`src/rtl/core/ocp_pkg.sv`:
```
// Orbit camera pose: shared types, constants and the CORDIC arctangent table.
// Used by ocp_cordic and orbit_camera_pose_core; depends on nothing.
package ocp_pkg;

  localparam int CORDIC_STEPS_DEF = 16;

  // Angles in 1/128 degree
  localparam logic signed [17:0] FULL_TURN    = 18'sd46080;
  localparam logic signed [17:0] HALF_TURN    = 18'sd23040;
  localparam logic signed [17:0] QUARTER_TURN = 18'sd11520;

  // CORDIC start value, 0.607252935 in Q2.30
  localparam logic signed [33:0] CORDIC_GAIN = 34'sd652032875;

  // Operation codes
  localparam logic [1:0] OP_TURN_H = 2'd0;
  localparam logic [1:0] OP_TURN_V = 2'd1;
  localparam logic [1:0] OP_TOGGLE = 2'd2;
  localparam logic [1:0] OP_LOAD   = 2'd3;

  // Configuration register indexes
  localparam logic [2:0] CFG_CENTER_X = 3'd0;
  localparam logic [2:0] CFG_CENTER_Y = 3'd1;
  localparam logic [2:0] CFG_CENTER_Z = 3'd2;
  localparam logic [2:0] CFG_RADIUS   = 3'd3;
  localparam logic [2:0] CFG_ELEV_MAX = 3'd4;
  localparam logic [2:0] CFG_ELEV_MIN = 3'd5;
  localparam logic [2:0] CFG_TOP_ELEV = 3'd6;

  typedef struct packed {
    logic               start;
    logic signed [16:0] angle;
  } cordic_req_t;

  typedef struct packed {
    logic               done;
    logic signed [15:0] sin_q14;
    logic signed [15:0] cos_q14;
  } cordic_rsp_t;

  // atan(2^-i) in degrees, Q16
  function automatic logic [21:0] atan_deg(input logic [4:0] idx);
    logic [21:0] v;
    case (idx)
      5'd0:  v = 22'd2949120;
      5'd1:  v = 22'd1740967;
      5'd2:  v = 22'd919879;
      5'd3:  v = 22'd466945;
      5'd4:  v = 22'd234379;
      5'd5:  v = 22'd117304;
      5'd6:  v = 22'd58666;
      5'd7:  v = 22'd29335;
      5'd8:  v = 22'd14668;
      5'd9:  v = 22'd7334;
      5'd10: v = 22'd3667;
      5'd11: v = 22'd1833;
      5'd12: v = 22'd917;
      5'd13: v = 22'd458;
      5'd14: v = 22'd229;
      5'd15: v = 22'd115;
      5'd16: v = 22'd57;
      5'd17: v = 22'd29;
      5'd18: v = 22'd14;
      5'd19: v = 22'd7;
      5'd20: v = 22'd4;
      5'd21: v = 22'd2;
      5'd22: v = 22'd1;
      default: v = 22'd0;
    endcase
    return v;
  endfunction

endpackage

```
`src/rtl/core/ocp_cordic.sv`:
```
// Rotation-mode CORDIC, one micro-rotation per cycle, giving sine and cosine in Q1.14.
// Depends on ocp_pkg for the request/response structs, gain and arctangent table.
module ocp_cordic
  import ocp_pkg::*;
#(
  parameter int CORDIC_STEPS = CORDIC_STEPS_DEF
) (
  input  logic        clk,
  input  logic        rst_n,
  input  cordic_req_t req,
  output cordic_rsp_t rsp
);

  localparam int CW = (CORDIC_STEPS > 1) ? $clog2(CORDIC_STEPS) : 1;

  localparam logic [1:0] C_IDLE = 2'd0;
  localparam logic [1:0] C_RUN  = 2'd1;
  localparam logic [1:0] C_FIN  = 2'd2;

  logic [1:0]         st_r;
  logic [CW-1:0]      it_r;
  logic signed [33:0] x_r, y_r;
  logic signed [25:0] z_r;
  logic               neg_r;
  logic               done_r;
  logic signed [15:0] sin_r, cos_r;

  // angle folding into [-90, 90] degrees
  logic signed [17:0] a0, a1, a2;
  logic               fold_neg;
  logic signed [33:0] dx, dy;
  logic signed [25:0] at;

  always_comb begin
    a0 = {req.angle[16], req.angle};
    if (a0 < 18'sd0) begin
      a0 = a0 + FULL_TURN;
    end
    a1 = (a0 > HALF_TURN) ? a0 - FULL_TURN : a0;
    fold_neg = 1'b0;
    a2 = a1;
    if (a1 > QUARTER_TURN) begin
      a2 = a1 - HALF_TURN;
      fold_neg = 1'b1;
    end else if (a1 < -QUARTER_TURN) begin
      a2 = a1 + HALF_TURN;
      fold_neg = 1'b1;
    end
  end

  assign dx = y_r >>> it_r;
  assign dy = x_r >>> it_r;
  assign at = $signed({4'b0, atan_deg(5'(it_r))});

  function automatic logic signed [15:0] to_q14(input logic signed [33:0] v);
    logic signed [33:0] r;
    logic signed [15:0] q;
    r = (v + 34'sd32768) >>> 16;
    if (r > 34'sd16384) begin
      q = 16'sd16384;
    end else if (r < -34'sd16384) begin
      q = -16'sd16384;
    end else begin
      q = r[15:0];
    end
    return q;
  endfunction

  always_ff @(posedge clk) begin
    if (!rst_n) begin
      st_r   <= C_IDLE;
      done_r <= 1'b0;
      it_r   <= '0;
    end else begin
      done_r <= (st_r == C_FIN);
      case (st_r)
        C_IDLE: begin
          if (req.start) begin
            x_r   <= CORDIC_GAIN;
            y_r   <= '0;
            z_r   <= 26'(a2) <<< 9;
            neg_r <= fold_neg;
            it_r  <= '0;
            st_r  <= C_RUN;
          end
        end
        C_RUN: begin
          if (z_r >= 26'sd0) begin
            x_r <= x_r - dx;
            y_r <= y_r + dy;
            z_r <= z_r - at;
          end else begin
            x_r <= x_r + dx;
            y_r <= y_r - dy;
            z_r <= z_r + at;
          end
          if (it_r == CW'(CORDIC_STEPS - 1)) begin
            st_r <= C_FIN;
          end else begin
            it_r <= it_r + 1'b1;
          end
        end
        C_FIN: begin
          cos_r  <= to_q14(neg_r ? -x_r : x_r);
          sin_r  <= to_q14(neg_r ? -y_r : y_r);
          st_r   <= C_IDLE;
        end
        default: st_r <= C_IDLE;
      endcase
    end
  end

  assign rsp.done    = done_r;
  assign rsp.sin_q14 = sin_r;
  assign rsp.cos_q14 = cos_r;

endmodule

```
`src/rtl/core/ocp_mul.sv`:
```
// Shared signed 32x32 multiplier with a registered 64-bit product.
// Depends on nothing beyond the operands chosen by the sequencer.
module ocp_mul (
  input  logic               clk,
  input  logic signed [31:0] op_a,
  input  logic signed [31:0] op_b,
  output logic signed [63:0] prod
);

  logic signed [63:0] prod_r;

  always_ff @(posedge clk) begin
    prod_r <= op_a * op_b;
  end

  assign prod = prod_r;

endmodule

```
`src/rtl/core/orbit_camera_pose_core.sv`:
```
// Orbit camera pose core: pose state, sequencer and output formatting.
// Depends on ocp_pkg, ocp_cordic and ocp_mul.
//
// Input channel (in_valid/in_stall): one operation per transfer - turn
// horizontal, turn vertical, toggle top view or load pose. The core takes
// one item at a time; in_stall is high while an item is in flight.
// Result channel (out_valid/out_stall): one result per item with the camera
// position (Q16.16, saturated), the up vector (Q1.14) and the top-view flag.
// The result comes from two CORDIC runs on the single shared rotation unit,
// azimuth then elevation, followed by a multiply phase on the shared
// multiplier; a horizontal turn or a pose load first wraps the azimuth into
// range. A new item is accepted only after the previous one has finished
// its multiply phase.
// A result held by out_stall stays on the ports unchanged; the next item is
// accepted meanwhile and runs up to its multiply phase, where it waits until
// the held result is taken.
// Configuration (cfg_valid/cfg_ready) is always ready; write only when idle.
// Synchronous reset restores the configuration defaults, clears the pose to
// azimuth 0, elevation 0, top view off, and drops any pending result.
module orbit_camera_pose_core
  import ocp_pkg::*;
#(
  parameter int CORDIC_STEPS = CORDIC_STEPS_DEF
) (
  input  logic               clk,
  input  logic               rst_n,
  input  logic               in_valid,
  output logic               in_stall,
  input  logic [1:0]         in_operation,
  input  logic signed [16:0] in_delta_angle,
  input  logic signed [14:0] in_start_elevation,
  output logic               out_valid,
  input  logic               out_stall,
  output logic signed [31:0] out_pos_x,
  output logic signed [31:0] out_pos_y,
  output logic signed [31:0] out_pos_z,
  output logic signed [15:0] out_up_x,
  output logic signed [15:0] out_up_y,
  output logic signed [15:0] out_up_z,
  output logic               out_top_view_on,
  input  logic               cfg_valid,
  output logic               cfg_ready,
  input  logic [2:0]         cfg_index,
  input  logic [31:0]        cfg_data
);

  localparam logic [2:0] S_IDLE = 3'd0;
  localparam logic [2:0] S_WRAP = 3'd1;
  localparam logic [2:0] S_AZ   = 3'd2;
  localparam logic [2:0] S_AZW  = 3'd3;
  localparam logic [2:0] S_EL   = 3'd4;
  localparam logic [2:0] S_ELW  = 3'd5;
  localparam logic [2:0] S_PEND = 3'd6;
  localparam logic [2:0] S_MUL  = 3'd7;

  // configuration
  logic signed [31:0] center_x_r, center_y_r, center_z_r;
  logic [30:0]        radius_r;
  logic signed [14:0] elev_max_r, elev_min_r, top_elev_r;

  // pose
  logic [15:0]        az_r;
  logic signed [17:0] az_sum_r;
  logic signed [14:0] elev_r, saved_elev_r;
  logic               top_r;

  logic [2:0]         state_r, state_nxt;
  logic [2:0]         mstep_r;
  logic signed [15:0] sa_r, ca_r, se_r, ce_r;
  logic signed [29:0] cc_r, cs_r;

  // result registers
  logic               out_valid_r;
  logic signed [31:0] pos_x_r, pos_y_r, pos_z_r;
  logic signed [15:0] up_x_r, up_y_r, up_z_r;
  logic               top_out_r;

  cordic_req_t        creq;
  cordic_rsp_t        crsp;
  logic signed [31:0] mul_a, mul_b;
  logic signed [63:0] prod;

  logic               in_xfer;
  logic signed [17:0] e_sum, e_hi;
  logic signed [14:0] elev_turn;
  logic signed [16:0] up_rnd;
  logic signed [15:0] up_neg;

  ocp_cordic #(.CORDIC_STEPS(CORDIC_STEPS)) u_cordic (
    .clk  (clk),
    .rst_n(rst_n),
    .req  (creq),
    .rsp  (crsp)
  );

  ocp_mul u_mul (
    .clk (clk),
    .op_a(mul_a),
    .op_b(mul_b),
    .prod(prod)
  );

  assign in_stall  = (state_r != S_IDLE);
  assign in_xfer   = in_valid && !in_stall;
  assign cfg_ready = 1'b1;

  // vertical turn: clamp to the upper limit first, then to the lower one
  always_comb begin
    e_sum = {{3{elev_r[14]}}, elev_r} + {in_delta_angle[16], in_delta_angle};
    e_hi  = (e_sum > 18'(elev_max_r)) ? 18'(elev_max_r) : e_sum;
    elev_turn = (e_hi < 18'(elev_min_r)) ? elev_min_r : e_hi[14:0];
  end

  always_comb begin
    creq.start = (state_r == S_AZ) || (state_r == S_EL);
    creq.angle = (state_r == S_AZ) ? $signed({1'b0, az_r}) : 17'(elev_r);
  end

  always_comb begin
    mul_a = '0;
    mul_b = '0;
    case (mstep_r)
      3'd0: begin mul_a = 32'(ce_r); mul_b = 32'(ca_r); end
      3'd1: begin mul_a = 32'(ce_r); mul_b = 32'(sa_r); end
      3'd2: begin mul_a = 32'(se_r); mul_b = 32'(ca_r); end
      3'd3: begin mul_a = 32'(se_r); mul_b = 32'(sa_r); end
      3'd4: begin mul_a = $signed({1'b0, radius_r}); mul_b = 32'(se_r); end
      3'd5: begin mul_a = $signed({1'b0, radius_r}); mul_b = 32'(cc_r); end
      3'd6: begin mul_a = $signed({1'b0, radius_r}); mul_b = 32'(cs_r); end
      default: begin mul_a = '0; mul_b = '0; end
    endcase
  end

  // up component: round the Q2.28 product half up to Q1.14, then negate
  always_comb begin
    up_rnd = $signed(prod[30:14]) + $signed({16'd0, prod[13]});
    up_neg = 16'(17'sd0 - up_rnd);
  end

  function automatic logic signed [31:0] sat_add(input logic signed [31:0] c,
                                                 input logic signed [34:0] p,
                                                 input logic               rnd);
    logic signed [36:0] s;
    logic signed [31:0] q;
    s = 37'(c) + 37'(p) + $signed({36'd0, rnd});
    if (s > 37'sd2147483647) begin
      q = 32'sh7fffffff;
    end else if (s < -37'sd2147483648) begin
      q = 32'sh80000000;
    end else begin
      q = s[31:0];
    end
    return q;
  endfunction

  always_comb begin
    state_nxt = state_r;
    case (state_r)
      S_IDLE: begin
        if (in_xfer) begin
          state_nxt = ((in_operation == OP_TURN_H) || (in_operation == OP_LOAD)) ?
                      S_WRAP : S_AZ;
        end
      end
      S_WRAP: begin
        if ((az_sum_r >= 18'sd0) && (az_sum_r < FULL_TURN)) begin
          state_nxt = S_AZ;
        end
      end
      S_AZ:   state_nxt = S_AZW;
      S_AZW:  if (crsp.done) state_nxt = S_EL;
      S_EL:   state_nxt = S_ELW;
      S_ELW:  if (crsp.done) state_nxt = S_PEND;
      S_PEND: if (!out_valid_r) state_nxt = S_MUL;
      S_MUL:  if (mstep_r == 3'd7) state_nxt = S_IDLE;
      default: state_nxt = S_IDLE;
    endcase
  end

  always_ff @(posedge clk) begin
    if (!rst_n) begin
      state_r      <= S_IDLE;
      mstep_r      <= '0;
      out_valid_r  <= 1'b0;
      az_r         <= '0;
      elev_r       <= '0;
      saved_elev_r <= '0;
      top_r        <= 1'b0;
      center_x_r   <= '0;
      center_y_r   <= '0;
      center_z_r   <= '0;
      radius_r     <= 31'd655360;
      elev_max_r   <= 15'sd11392;
      elev_min_r   <= -15'sd11392;
      top_elev_r   <= 15'sd11520;
    end else begin
      state_r <= state_nxt;

      if (cfg_valid && cfg_ready) begin
        case (cfg_index)
          CFG_CENTER_X: center_x_r <= cfg_data;
          CFG_CENTER_Y: center_y_r <= cfg_data;
          CFG_CENTER_Z: center_z_r <= cfg_data;
          CFG_RADIUS:   radius_r   <= cfg_data[30:0];
          CFG_ELEV_MAX: elev_max_r <= cfg_data[14:0];
          CFG_ELEV_MIN: elev_min_r <= cfg_data[14:0];
          CFG_TOP_ELEV: top_elev_r <= cfg_data[14:0];
          default: ;
        endcase
      end

      if (out_valid_r && !out_stall) begin
        out_valid_r <= 1'b0;
      end

      case (state_r)
        S_IDLE: begin
          if (in_xfer) begin
            case (in_operation)
              OP_TURN_H: begin
                az_sum_r <= $signed({2'b0, az_r}) + {in_delta_angle[16], in_delta_angle};
              end
              OP_TURN_V: begin
                if (!top_r) begin
                  elev_r <= elev_turn;
                end
              end
              OP_TOGGLE: begin
                if (top_r) begin
                  elev_r <= saved_elev_r;
                  top_r  <= 1'b0;
                end else begin
                  saved_elev_r <= elev_r;
                  elev_r       <= top_elev_r;
                  top_r        <= 1'b1;
                end
              end
              OP_LOAD: begin
                az_sum_r <= {in_delta_angle[16], in_delta_angle};
                elev_r   <= in_start_elevation;
                top_r    <= 1'b0;
              end
              default: ;
            endcase
          end
        end
        S_WRAP: begin
          // one correction by a full turn per cycle
          if (az_sum_r < 18'sd0) begin
            az_sum_r <= az_sum_r + FULL_TURN;
          end else if (az_sum_r >= FULL_TURN) begin
            az_sum_r <= az_sum_r - FULL_TURN;
          end else begin
            az_r <= az_sum_r[15:0];
          end
        end
        S_AZW: begin
          if (crsp.done) begin
            sa_r <= crsp.sin_q14;
            ca_r <= crsp.cos_q14;
          end
        end
        S_ELW: begin
          if (crsp.done) begin
            se_r <= crsp.sin_q14;
            ce_r <= crsp.cos_q14;
          end
          mstep_r <= '0;
        end
        S_MUL: begin
          mstep_r <= mstep_r + 1'b1;
          // post-process the product of the previous step
          case (mstep_r)
            3'd1: cc_r   <= prod[29:0];
            3'd2: cs_r   <= prod[29:0];
            3'd3: up_x_r <= up_neg;
            3'd4: up_z_r <= up_neg;
            3'd5: pos_y_r <= sat_add(center_y_r, 35'($signed(prod[47:14])), prod[13]);
            3'd6: pos_x_r <= sat_add(center_x_r, $signed(prod[62:28]), prod[27]);
            3'd7: begin
              pos_z_r     <= sat_add(center_z_r, $signed(prod[62:28]), prod[27]);
              up_y_r      <= ce_r;
              top_out_r   <= top_r;
              out_valid_r <= 1'b1;
            end
            default: ;
          endcase
        end
        default: ;
      endcase
    end
  end

  assign out_valid       = out_valid_r;
  assign out_pos_x       = pos_x_r;
  assign out_pos_y       = pos_y_r;
  assign out_pos_z       = pos_z_r;
  assign out_up_x        = up_x_r;
  assign out_up_y        = up_y_r;
  assign out_up_z        = up_z_r;
  assign out_top_view_on = top_out_r;

endmodule

```
`config.mk`:
```
export PLATFORM = sky130hd
export DESIGN_NAME = orbit_camera_pose_core
export DESIGN_NICKNAME = d
export VERILOG_FILES = /design/src/rtl/core/ocp_pkg.sv /design/src/rtl/core/ocp_cordic.sv /design/src/rtl/core/ocp_mul.sv /design/src/rtl/core/orbit_camera_pose_core.sv
export SDC_FILE = /design/constraint.sdc
export NUM_CORES = 2
export LEC_CHECK = 0
export ABC_CLOCK_PERIOD_IN_PS = 19200
export BUFFER_PORTS_ARGS = -buffer_cell sky130_fd_sc_hd__buf_2
export CORE_MARGIN = 5
export CORE_UTILIZATION = 45
export DETAILED_ROUTE_END_ITERATION = 6
export GPL_TIMING_DRIVEN = 0
export PLACE_DENSITY = 0.64
export SKIP_CTS_REPAIR_TIMING = 1
export SYNTH_ARGS = -nofsm -noshare
export SYNTH_HDL_FRONTEND = slang
export SYNTH_SLANG_ARGS = --single-unit
export TNS_END_PERCENT = 50
```
`constraint.sdc`:
```
create_clock -name clk -period 19.2 [get_ports clk]
set_input_delay 3.84 -clock clk [delete_from_list [all_inputs] [get_ports clk]]
set_output_delay 3.84 -clock clk [all_outputs]
set_load 0.01 [all_outputs]
```
==> impl_metrics.toml <==
[setup_path]
slowest_stage = "clkbuf_1"
path_delay_family = "adder cells"
timing.rr.end = "u_mul.prod[62]$_DFF_P_"
critical_path.max_stage_delay_ps = 1050
cp-end-kind = "register"
reg2reg_slack_ps = 5010
path_max_fanout = 10
crit_buf_inv = 11
path_class = "register to register"
reg2reg_depth = 36
cp.arrival_ps = 14850
r2r_start = "mstep_r[1]$_SDFFE_PN0P_"
worstPathRequired_ps = 19850
path_common_cell = "fa_1"
critPathLaunchType = "register"

[timing]
setup_viol = 0
finalClockSkew_ps = 46.34
worstMarginPinSlew_ps = 1554
rsz0062_at_grt = "false"
finalCritPeriodShare_pct = 73.92
hold_ws_ps = 419.4
finalSetupTns_ps = 0
post-route-min-period_ps = 14190
hold_viol = 0
slew_headroom_pct = -4.302
fmax_ghz = 0.07046
slew_viol_final = 18

[yosys]
yosys_warnings = 0
ys_dominant_reg_cell = "edfxtp_1"
syn_area_um2 = 81560
post_synth_num_cell_types = 101
synth_edf_count = 414
ys_seq_elements = 732
ys_seq_area_share_pct = 23.05
syn_inst = 8965
syn_area_per_cell_um2 = 9.097
syn-num-nets = 10610
synth_top_cell_by_area = "fa_1"
synth_top_area_share_pct = 26.41
async_flop_share_pct = 0
synth.area.top_cells = "fa_1 (26%), edfxtp_1 (15%), dfxtp_1 (7.8%), ha_1 (7.6%), nand2_1 (6.2%)"

[layout]
final_core_util_pct = 49.71
layout-drive-gt1-share_pct = 7.153
design_area_um2 = 89750
nets = 10980
stdcell_count = 11790
areaGrowthSynthToFinish_pct = 10.05

[hold_path]
min_from = "u_mul.prod[3]$_DFF_P_"
hold_path.class = "register to register"
hold_path_end = "cs_r[3]$_DFFE_PP_"
hold_depth = 0

[place]
gp_routability_congestion = 1.039
dp_hpwl_um = 252300
io_buffers = 218
dp.cells = 11610
postPlaceCellArea_um2 = 86520

[routing]
vias = 68620
dr.pass1.iters = 6
drt_wl_total_um = 309900
viasPerCell = 5.821
drt.antenna.violating_nets = 0
drc = 0
wl_per_cell_um = 26.29
drt_iter0_markers = 6748

[floorplanning]
initial_core_util_pct = 45.17
design.portCount = 222
fp.dieW_um = 435.7
die_area_um2 = 189900
rows = 156
die_y_um = 435.7
fp.coreArea_um2 = 180500

[global_route]
grt_antenna_before_repair = 17
grt_usage_pct = 32.02
grt_pass1_wl_um = 451400
grt_max_degree = 33
grt_pass1_vias = 68170
grt-ovfl-total = 0

[pwr]
switching_power_uw = 6318
p_leak_uw = 0.03954
ir_worst_vdd_v = 0.0001782
p_int_uw = 6684
combPwrFrac_pct = 67.8
seqPwrFrac_pct = 18.1
p_clk_share_pct = 14.1
power.share.switching_pct = 48.59
power_density_nw_per_um2 = 144.9

[clock_tree]
root_buffer = "clkbuf_16"
path_clk_slew_ps = 60
cts_sinks = 732
cts_buffer_depth = 3
cts_tree = "built"
h-tree-depth = 3
cts_made_buffers = 87
clk_latency_ps = 740

[outcome]
status = "complete, but fails checks"
violations = "capacitance limit, slew limit"

[job]
max-cap-violations = 3
-- final cells by class --
cell class                 count  area (um^2)
fill                       16890        90790
multi-input combinational   6590        56730
sequential                   732        18800
inverter                    1207         4531
tap                         2370         2965
clock buffer                 117         2592
timing repair buffer         279         1795
buffer                       436         1713
clock inverter                47        604.3
antenna                       11        27.53
-- how the worst max path moves through the flow --
| stage | from | end | slack (ps) | cells past startpoint |
|---|---|---|---|---|
| floorplan | rst_n | u_cordic.x_r[0]$_SDFFCE_PN1P_ | 8000 | 3 |
| global placement | rst_n | u_cordic.x_r[7]$_SDFFCE_PN0P_ | 3370 | 4 |
| detailed placement | mstep_r[1]$_SDFFE_PN0P_ | u_mul.prod[59]$_DFF_P_ | 5110 | 38 |
| CTS | mstep_r[1]$_SDFFE_PN0P_ | u_mul.prod[59]$_DFF_P_ | 5050 | 38 |
| global route | mstep_r[1]$_SDFFE_PN0P_ | u_mul.prod[59]$_DFF_P_ | 4580 | 38 |
| finish | mstep_r[1]$_SDFFE_PN0P_ | u_mul.prod[62]$_DFF_P_ | 5010 | 36 |
-- state kept, by name, indices dropped and copies added, names as in the netlist, 31 cells and up --
| name | cells |
|---|---|
| out_pos_x | 32 |
| u_mul.prod | 63 |
| center_z_r | 32 |
| u_cordic.x_r | 34 |
| radius_r | 31 |
| u_cordic.y_r | 34 |
| center_y_r | 32 |
| out_pos_y | 32 |
| out_pos_z | 32 |
| center_x_r | 32 |
-- power groups by stage --
| stage | Combinational (uW) | Clock [uW] | Sequential [uW] |
|---|---|---|---|
| floorplan | 6350 | 0 | 2230 |
| global placement | 8490 | 0 | 2400 |
| detailed placement | 8670 | 0 | 2380 |
| finish | 8820 | 1840 | 2350 |
| global route | 9690 | 1930 | 2360 |
| CTS | 8740 | 1870 | 2340 |
-- cells in the mapped netlist, types with 35 or more instances --
cell type and count:
buf_1 38, a211oi_1 36, ha_1 495, a221oi_1 35
xor2_1 164, a21o_1 186, clkbuf_1 370, nor2b_1 49
dfxtp_1 318, a31oi_1 62, and3_1 44, mux2i_1 89
o211ai_1 44, edfxtp_1 414, mux4_2 62, mux2_2 53
fa_1 1076, nand4_1 46, o21ai_0 313, nor3_1 81
nand2b_1 72, o21a_1 71, o21bai_1 39, nor2_1 854
inv_1 1205, nand2_1 1351, o31ai_1 40, a22oi_1 37
xnor2_1 269, a21oi_1 509, nand3_1 105
-- layer usage --
| metal | vias up | GRT usage, % | part of all wire, % |
|---|---|---|---|
| met1 | 34450 | 41.39 | 40 |
| met3 | 713 | 8.023 | 9.4 |
| met4 | 6 | 16.34 | 6.1 |
| met5 | - | 0 | 0.013 |
| met2 | 3216 | 50.06 | 45 |
| li1 | 30240 | - | - |
-- metrics by stage --
stage	total power, uW	setup slack [ps]
after global routing	13970	4585
after global placement	10890	3368
after detailed placement	11040	5110
after CTS	12950	5046
after floorplan	8575	7996
final	13000	5008
-- cells in the final DEF, fill, tap and decap left out, types with 72 or more instances in the layout --
| cell type | Yosys | final |
|---|---|---|
| a21o_1 | 186 | 186 |
| a21oi_1 | 509 | 501 |
| buf_2 | 19 | 239 |
| clkbuf_1 | 370 | 381 |
| clkbuf_16 | 0 | 97 |
| dfxtp_1 | 318 | 318 |
| edfxtp_1 | 414 | 414 |
| fa_1 | 1076 | 1075 |
| ha_1 | 495 | 495 |
| inv_1 | 1205 | 1206 |
| mux2i_1 | 89 | 89 |
| nand2_1 | 1351 | 1351 |
| nand2b_1 | 72 | 72 |
| nand3_1 | 105 | 105 |
| nor2_1 | 854 | 849 |
| nor3_1 | 81 | 78 |
| o21ai_0 | 313 | 309 |
| xnor2_1 | 269 | 269 |
| xor2_1 | 164 | 164 |
-- logic make-up after synthesis --
group                      share of synthesized area [%]
and+or+nand+nor                                    14.51
buffers and inverters                              7.655
AOI/OAI and AO/OA                                  12.35
adders and majority gates                          34.04
DFF                                                23.05
xor gates and xnor gates                           4.690
muxes                                              3.699
other                                           0.004598
(Power assumes the default switching activity.)
